<file path="src/hw/rtl/cfp_pkg.sv">
// shared types and constants of the command frame parser
// no dependencies

package cfp_pkg;

    localparam int DEFAULT_DEPTH = 16;

    localparam int KIND_W   = 2;
    localparam int STATUS_W = 3;

    typedef logic [KIND_W-1:0]   kind_t;
    typedef logic [STATUS_W-1:0] status_t;
    typedef logic [7:0]          byte_t;

    // item kinds
    localparam kind_t KIND_APPEND  = 2'd0;
    localparam kind_t KIND_PROCESS = 2'd1;
    localparam kind_t KIND_CLEAR   = 2'd2;

    // result status codes
    localparam status_t ST_OK       = 3'd0;
    localparam status_t ST_EMPTY    = 3'd1;
    localparam status_t ST_FORMAT   = 3'd2;
    localparam status_t ST_LENGTH   = 3'd3;
    localparam status_t ST_CHECKSUM = 3'd4;
    localparam status_t ST_INVALID  = 3'd5;
    localparam status_t ST_FULL     = 3'd6;

    // frame symbols and command bytes
    localparam byte_t SYM_START  = 8'h23;
    localparam byte_t SYM_END    = 8'h21;
    localparam byte_t CMD_PARAM  = 8'h50;
    localparam byte_t CMD_STATUS = 8'h53;
    localparam byte_t CMD_RESET  = 8'h52;

endpackage

</file>
<file path="src/hw/rtl/cfp_frame_ram.sv">
// frame byte storage: one write port, one registered read port
// no dependencies

module cfp_frame_ram #(
    parameter int DEPTH  = 16,
    parameter int ADDR_W = $clog2(DEPTH)
) (
    input  logic              aclk,
    input  logic              wr_en,
    input  logic [ADDR_W-1:0] wr_addr,
    input  logic [7:0]        wr_data,
    input  logic [ADDR_W-1:0] rd_addr,
    output logic [7:0]        rd_data
);

    logic [7:0] mem [DEPTH];

    always_ff @(posedge aclk) begin
        if (wr_en) begin
            mem[wr_addr] <= wr_data;
        end
    end

    always_ff @(posedge aclk) begin
        rd_data <= mem[rd_addr];
    end

endmodule

</file>
<file path="src/hw/rtl/command_frame_parser_unit.sv">
// command frame parser top level: handshakes, scan sequencer, gain registers
// depends on cfp_pkg and cfp_frame_ram
//
// The block collects command bytes in a frame buffer of BUFFER_DEPTH entries and,
// on a process item, parses the frame '#' cmd ... '!'. Every input item gives exactly
// one result transfer carrying a status code, the three gain bytes after the item and
// a report request flag. Append, clear and the unused kind finish without a scan; a
// process item on an empty buffer as well. A process item on a filled buffer reads the
// stored bytes through the single read port of the frame memory, one byte per cycle,
// in a scan state and then checks the frame in an evaluate state before the result
// is set. During that scan the block does not accept input. The checksum of a 'P'
// frame is summed by the same per-byte step as the bytes stream past. A finished
// result sits in an output register; the next item is taken in the cycle that result
// is transferred. The gain outputs show the live gain registers; they only change as
// a process item is evaluated, ahead of its result, so they stay stable with it.

module command_frame_parser_unit #(
    parameter int BUFFER_DEPTH = cfp_pkg::DEFAULT_DEPTH
) (
    input  logic                    aclk,
    input  logic                    aresetn,
    // input item channel
    input  logic                    s_valid,
    output logic                    s_ready,
    input  cfp_pkg::kind_t          s_kind,
    input  logic [7:0]              s_data_byte,
    // result channel
    output logic                    m_valid,
    input  logic                    m_ready,
    output cfp_pkg::status_t        m_status,
    output logic [7:0]              m_gain_p,
    output logic [7:0]              m_gain_i,
    output logic [7:0]              m_gain_d,
    output logic                    m_report_request
);

    import cfp_pkg::*;

    localparam int ADDR_W = $clog2(BUFFER_DEPTH);
    localparam int CNT_W  = $clog2(BUFFER_DEPTH + 1);
    localparam int DIST_W = ADDR_W + 1;

    // sequencer states
    localparam logic [1:0] S_IDLE = 2'd0;
    localparam logic [1:0] S_SCAN = 2'd1;
    localparam logic [1:0] S_EVAL = 2'd2;

    // byte offsets after the start mark
    localparam logic [2:0] OFF_CMD  = 3'd1;
    localparam logic [2:0] OFF_P    = 3'd2;
    localparam logic [2:0] OFF_I    = 3'd3;
    localparam logic [2:0] OFF_D    = 3'd4;
    localparam logic [2:0] OFF_SUM  = 3'd5;
    localparam logic [2:0] OFF_DONE = 3'd6;

    logic [1:0]        state_reg;
    logic [CNT_W-1:0]  fill_reg;
    logic [7:0]        gain_p_reg, gain_i_reg, gain_d_reg;
    logic              m_valid_reg;
    status_t           status_reg;
    logic              report_reg;

    // scan bookkeeping
    logic [CNT_W-1:0]  rd_addr_reg;
    logic              pv_reg;
    logic [ADDR_W-1:0] pidx_reg;
    logic              s_found_reg, e_found_reg;
    logic [ADDR_W-1:0] s_idx_reg, e_idx_reg;
    logic [2:0]        off_reg;
    logic [7:0]        cmd_reg, p_reg, i_reg, d_reg, sum_reg, acc_reg;

    logic              accept;
    logic              has_room;
    logic              wr_en;
    logic [7:0]        rd_data;
    logic              has_frame;
    logic              dist6, dist2;

    assign s_ready  = (state_reg == S_IDLE) && (!m_valid_reg || m_ready);
    assign accept   = s_valid && s_ready;
    assign has_room = fill_reg < CNT_W'(BUFFER_DEPTH);
    assign wr_en    = accept && (s_kind == KIND_APPEND) && has_room;

    cfp_frame_ram #(
        .DEPTH  (BUFFER_DEPTH),
        .ADDR_W (ADDR_W)
    ) u_ram (
        .aclk    (aclk),
        .wr_en   (wr_en),
        .wr_addr (fill_reg[ADDR_W-1:0]),
        .wr_data (s_data_byte),
        .rd_addr (rd_addr_reg[ADDR_W-1:0]),
        .rd_data (rd_data)
    );

    // frame checks on the scan results
    assign has_frame = s_found_reg && e_found_reg && (off_reg != OFF_CMD);
    assign dist6 = {1'b0, e_idx_reg} == ({1'b0, s_idx_reg} + DIST_W'(6));
    assign dist2 = {1'b0, e_idx_reg} == ({1'b0, s_idx_reg} + DIST_W'(2));

    always_ff @(posedge aclk) begin
        if (!aresetn) begin
            state_reg   <= S_IDLE;
            fill_reg    <= '0;
            gain_p_reg  <= '0;
            gain_i_reg  <= '0;
            gain_d_reg  <= '0;
            m_valid_reg <= 1'b0;
            pv_reg      <= 1'b0;
        end else begin
            // a new item sets or clears the result valid itself
            if (m_valid_reg && m_ready && !accept) begin
                m_valid_reg <= 1'b0;
            end
            case (state_reg)
                S_IDLE: begin
                    if (accept) begin
                        report_reg <= 1'b0;
                        case (s_kind)
                            KIND_APPEND: begin
                                m_valid_reg <= 1'b1;
                                if (has_room) begin
                                    fill_reg   <= fill_reg + CNT_W'(1);
                                    status_reg <= ST_OK;
                                end else begin
                                    status_reg <= ST_FULL;
                                end
                            end
                            KIND_PROCESS: begin
                                if (fill_reg == '0) begin
                                    m_valid_reg <= 1'b1;
                                    status_reg  <= ST_EMPTY;
                                end else begin
                                    // start a scan from address zero
                                    state_reg   <= S_SCAN;
                                    m_valid_reg <= 1'b0;
                                    rd_addr_reg <= '0;
                                    pv_reg      <= 1'b0;
                                    s_found_reg <= 1'b0;
                                    e_found_reg <= 1'b0;
                                    off_reg     <= OFF_CMD;
                                end
                            end
                            KIND_CLEAR: begin
                                fill_reg    <= '0;
                                m_valid_reg <= 1'b1;
                                status_reg  <= ST_OK;
                            end
                            default: begin
                                m_valid_reg <= 1'b1;
                                status_reg  <= ST_OK;
                            end
                        endcase
                    end
                end
                S_SCAN: begin
                    // issue one read per cycle, data comes back in the next cycle
                    if (rd_addr_reg != fill_reg) begin
                        rd_addr_reg <= rd_addr_reg + CNT_W'(1);
                        pv_reg      <= 1'b1;
                    end else begin
                        pv_reg    <= 1'b0;
                        state_reg <= S_EVAL;
                    end
                    pidx_reg <= rd_addr_reg[ADDR_W-1:0];
                    if (pv_reg) begin
                        if (!s_found_reg && rd_data == SYM_START) begin
                            s_found_reg <= 1'b1;
                            s_idx_reg   <= pidx_reg;
                            off_reg     <= OFF_CMD;
                            acc_reg     <= '0;
                        end else if (s_found_reg && off_reg != OFF_DONE) begin
                            off_reg <= off_reg + 3'd1;
                            case (off_reg)
                                OFF_CMD: begin
                                    cmd_reg <= rd_data;
                                    acc_reg <= acc_reg + rd_data;
                                end
                                OFF_P: begin
                                    p_reg   <= rd_data;
                                    acc_reg <= acc_reg + rd_data;
                                end
                                OFF_I: begin
                                    i_reg   <= rd_data;
                                    acc_reg <= acc_reg + rd_data;
                                end
                                OFF_D: begin
                                    d_reg   <= rd_data;
                                    acc_reg <= acc_reg + rd_data;
                                end
                                OFF_SUM: begin
                                    sum_reg <= rd_data;
                                end
                                default: begin
                                    sum_reg <= sum_reg;
                                end
                            endcase
                        end
                        if (!e_found_reg && rd_data == SYM_END) begin
                            e_found_reg <= 1'b1;
                            e_idx_reg   <= pidx_reg;
                        end
                    end
                end
                S_EVAL: begin
                    state_reg   <= S_IDLE;
                    m_valid_reg <= 1'b1;
                    if (!has_frame) begin
                        // missing mark or no command byte, buffer kept
                        status_reg <= ST_FORMAT;
                    end else if (cmd_reg == CMD_PARAM) begin
                        fill_reg <= '0;
                        if (!dist6) begin
                            status_reg <= ST_LENGTH;
                        end else if (acc_reg != sum_reg) begin
                            status_reg <= ST_CHECKSUM;
                        end else begin
                            status_reg <= ST_OK;
                            gain_p_reg <= p_reg;
                            gain_i_reg <= i_reg;
                            gain_d_reg <= d_reg;
                        end
                    end else if (cmd_reg == CMD_STATUS || cmd_reg == CMD_RESET) begin
                        fill_reg <= '0;
                        if (!dist2) begin
                            status_reg <= ST_LENGTH;
                        end else begin
                            status_reg <= ST_OK;
                            if (cmd_reg == CMD_STATUS) begin
                                report_reg <= 1'b1;
                            end else begin
                                gain_p_reg <= '0;
                                gain_i_reg <= '0;
                                gain_d_reg <= '0;
                            end
                        end
                    end else begin
                        // unknown command, buffer kept
                        status_reg <= ST_INVALID;
                    end
                end
                default: begin
                    state_reg <= S_IDLE;
                end
            endcase
        end
    end

    assign m_valid          = m_valid_reg;
    assign m_status         = status_reg;
    assign m_gain_p         = gain_p_reg;
    assign m_gain_i         = gain_i_reg;
    assign m_gain_d         = gain_d_reg;
    assign m_report_request = report_reg;

endmodule
</file>
<file path="config.mk">
export PLATFORM = sky130hd
export DESIGN_NAME = command_frame_parser_unit
export DESIGN_NICKNAME = d
export VERILOG_FILES = /design/src/hw/rtl/cfp_pkg.sv /design/src/hw/rtl/cfp_frame_ram.sv /design/src/hw/rtl/command_frame_parser_unit.sv
export SDC_FILE = /design/constraint.sdc
export NUM_CORES = 1
export LEC_CHECK = 0
export ABC_AREA = 1
export BUFFER_PORTS_ARGS = -buffer_cell sky130_fd_sc_hd__buf_4
export CAP_MARGIN = 10
export CORE_MARGIN = 5
export CORE_UTILIZATION = 34
export DETAILED_ROUTE_END_ITERATION = 7
export MAX_ROUTING_LAYER = met4
export PLACE_DENSITY = 0.54
export SKIP_CTS_REPAIR_TIMING = 1
export SYNTH_ARGS = -nofsm -noshare
export SYNTH_HDL_FRONTEND = slang
export SYNTH_HIERARCHICAL = 1
export SYNTH_SLANG_ARGS = --single-unit
</file>
<file path="constraint.sdc">
create_clock -name aclk -period 2.6 [get_ports aclk]
set_input_delay 0.78 -clock aclk [delete_from_list [all_inputs] [get_ports aclk]]
set_output_delay 0.78 -clock aclk [all_outputs]
set_load 0.01 [all_outputs]
</file>
==> reports/results.ini <==
[sta]
period_share_pct=85.3
period_needed_ps=2220
max_slew_margin_pct=53.6
rsz0062_at_grt=no
worstMarginPinSlew_ps=696
skew_ps=25.3
final-setup-viol-count=0
finalMaxSlewViolations=0
fmax_mhz=451
hold_viol=0

[synth]
syn_nets=1192
synth-seq-area-share_pct=62.4
synth_cell_types=34
synth_top_area_share_pct=55.0
ys_async_sr_fraction_pct=0
synth_most_common_cell=nand2_1
ys.warnings.count=6
syn_area_um2=11000
synthCells=1160
synth_top_flop_cell=edfxtp_1
ys_seq_elements=243
synth-edff-count=202
netlist_top_cells_area=edfxtp_1 55%, nand2_1 11%, dfxtp_1 7.4%
synth_top_cell_by_area=edfxtp_1
netlist_top_cells_count=321 x nand2_1, 202 x edfxtp_1, 200 x inv_1, 124 x nand3_1, 111 x nor2_1
syn_area_per_cell_um2=9.51

[cells_and_area]
final_nets=1272
regMostFlops=u_ram/mem
largest_register_ffs=128
n_antenna_cell=0
drive_above_1_share_pct=12.7
area_growth_pct=16.3
final_cells=1700

[worst_hold_path]
min_to=e_idx_reg[3]$_DFFE_PP_
min-delay-start=pidx_reg[3]$_DFFE_PP_
hold_path_class=register to register
whs_path_depth=0

[clocking]
cts_root_buf=clkbuf_16
cts.sinks=243
cts_buffers=28
cts_tree=yes
htree_levels=1
clockBufferDepth=3
clk_pin_slew_ps=60
clk_latency_ps=540

[detailed_routing]
viasPerCell=4.41
dr.first_iter.drc_count=613
wirelength_um=24600
dr_total_vias=7502
dr.pass1.iters=5
drc=0
antenna_left=0
post_drt_wl_per_cell_um=14.5

[die]
initial_core_util_pct=34.2
io_pins=44
core_um2=32300
rows=66
die_x_um=190
dieArea_um2=36200
die_h_um=190

[setup_path]
start_kind=register
r2r_start=s_idx_reg[1]$_DFFE_PP_
cp_slowest_cell=edfxtp_1
critPathMaxStageDelay_ps=460
critPathArrivalTime_ps=2680
crit_buf_inv=3
worstPathCellList=inv_2 -> ha_1 -> inv_1 -> nand2_1 -> nand3_1 -> nor2_2 -> nand2_1 -> a21oi_1 -> nand3_2 -> buf_4 -> nand2_1 -> nand2_1 -> nor2_1
end_kind=register
cp_top_family=simple AND/OR/NAND/NOR gates
critical_path_required_ps=3060
worstSetupPathType=register to register
crit_top_cell=nand2_1
ff2ff_path_depth=13
path_max_fanout=48
rr_endpoint=m_gain_p[2]$_SDFFE_PN0P_
reg2reg_slack_ps=380

[status]
status=completed

[flow_run]
drv_cap=0

[global_routing]
antenna_found_initial=0
grt_pass1_wl_um=38800
grt_max_degree=67
grt_pass1_vias=7137
grt-ovfl-total=0
grt_use_total_pct=13.8

[power_and_ir_drop]
total_power_mw=8.02
pwr_density_cell_nw_per_um2=625
total_leakage_power_nw=5.68
ir_drop_uv=564

[place]
port_buffers=43
post-place-cells=1652
dp_hpwl_um=16000
gp_congestion=0.827

layout make-up:
| class | count | area, um2 |
|---|---|---|
| clock inverters | 7 | 32.5 |
| repair buffers | 85 | 651 |
| clock buffers | 41 | 791 |
| well taps | 442 | 553 |
| flip-flops and latches | 243 | 6890 |
| multi-input cells | 673 | 3130 |
| inverters | 209 | 785 |
| fillers | 3216 | 19500 |
through the flow:
step	setup WS, ps	area [um2]	setup TNS, ps	utilization (%)	hold slack [ps]
CTS	351	12800	0	39.7	446
global route	43.1	12800	0	39.7	459
detailed placement	186	12000	0	37.2	436
global placement	232	12000	0	37.2	427
finish	382	12800	0	39.7	444
floorplan	-75.3	11000	-1200	-	421
worst max path at each step:
stage / from / end / slack, ps / cells after the start
detailed placement: m_ready / u_ram/mem[5][6]$_DFFE_PP_ / 190 / 9
floorplan: aresetn / d_reg[0]$_DFFE_PP_ / -80 / 5
CTS: u_ram/rd_data[0]$_DFF_P_ / acc_reg[6]$_SDFFCE_PP0P_ / 350 / 5
global route: s_idx_reg[1]$_DFFE_PP_ / m_gain_d[1]$_SDFFE_PN0P_ / 40 / 13
finish: s_idx_reg[1]$_DFFE_PP_ / m_gain_p[2]$_SDFFE_PN0P_ / 380 / 13
global placement: m_ready / u_ram/mem[5][4]$_DFFE_PP_ / 230 / 9
power by group:
group	switching, mW	leakage (nW)	internal (mW)
sequential	0.0145	2.16	4.22
combinational	0.173	3.13	0.0727
clock	1.46	0.399	2.08
layout by cell type (no fill, tap or decap), types with 2 or more instances in the layout:
master | Yosys | final
nand4_1 | 3 | 3
inv_2 | 9 | 9
xor2_1 | 3 | 3
clkbuf_16 | 0 | 29
nor3b_1 | 2 | 2
o22ai_1 | 2 | 2
ha_1 | 17 | 17
o211ai_1 | 2 | 2
o31ai_1 | 2 | 2
a21oi_1 | 22 | 22
nand3b_1 | 5 | 5
o21ai_0 | 6 | 6
nor2_4 | 3 | 3
nand3_1 | 124 | 123
nor2_2 | 23 | 23
nand3_2 | 2 | 3
clkbuf_8 | 0 | 2
edfxtp_1 | 202 | 202
buf_4 | 3 | 84
nor4_1 | 2 | 2
nand2_1 | 321 | 321
a21boi_0 | 2 | 2
clkbuf_1 | 6 | 10
nor2_1 | 111 | 111
dfxtp_1 | 41 | 41
inv_1 | 200 | 200
or2_2 | 3 | 3
clkinv_1 | 0 | 5
xnor2_1 | 7 | 7
nor3_1 | 7 | 7
layer usage:
| metal | wire length [um] | track usage, % | up-vias |
|---|---|---|---|
| li1 | - | - | 3848 |
| met1 | 11700 | 19.6 | 3430 |
| met2 | 11000 | 21.2 | 187 |
| met3 | 1340 | 2.02 | 37 |
| met4 | 518 | 3.37 | 0 |
| met5 | 0 | - | - |
cells by family (layout without fill, tap and decap cells):
kind of cell	count (synthesis)	in the layout	share of synthesized area [%]
xor gates and xnor gates	10	10	0.794
buffers and inverters	244	342	9.25
adders and majority gates	18	18	2.11
and+or+nand+nor	607	607	23.5
AOI/OAI and AO/OA	38	38	1.93
DFF	243	243	62.4
No activity file was read; power rests on OpenSTA's default activity.
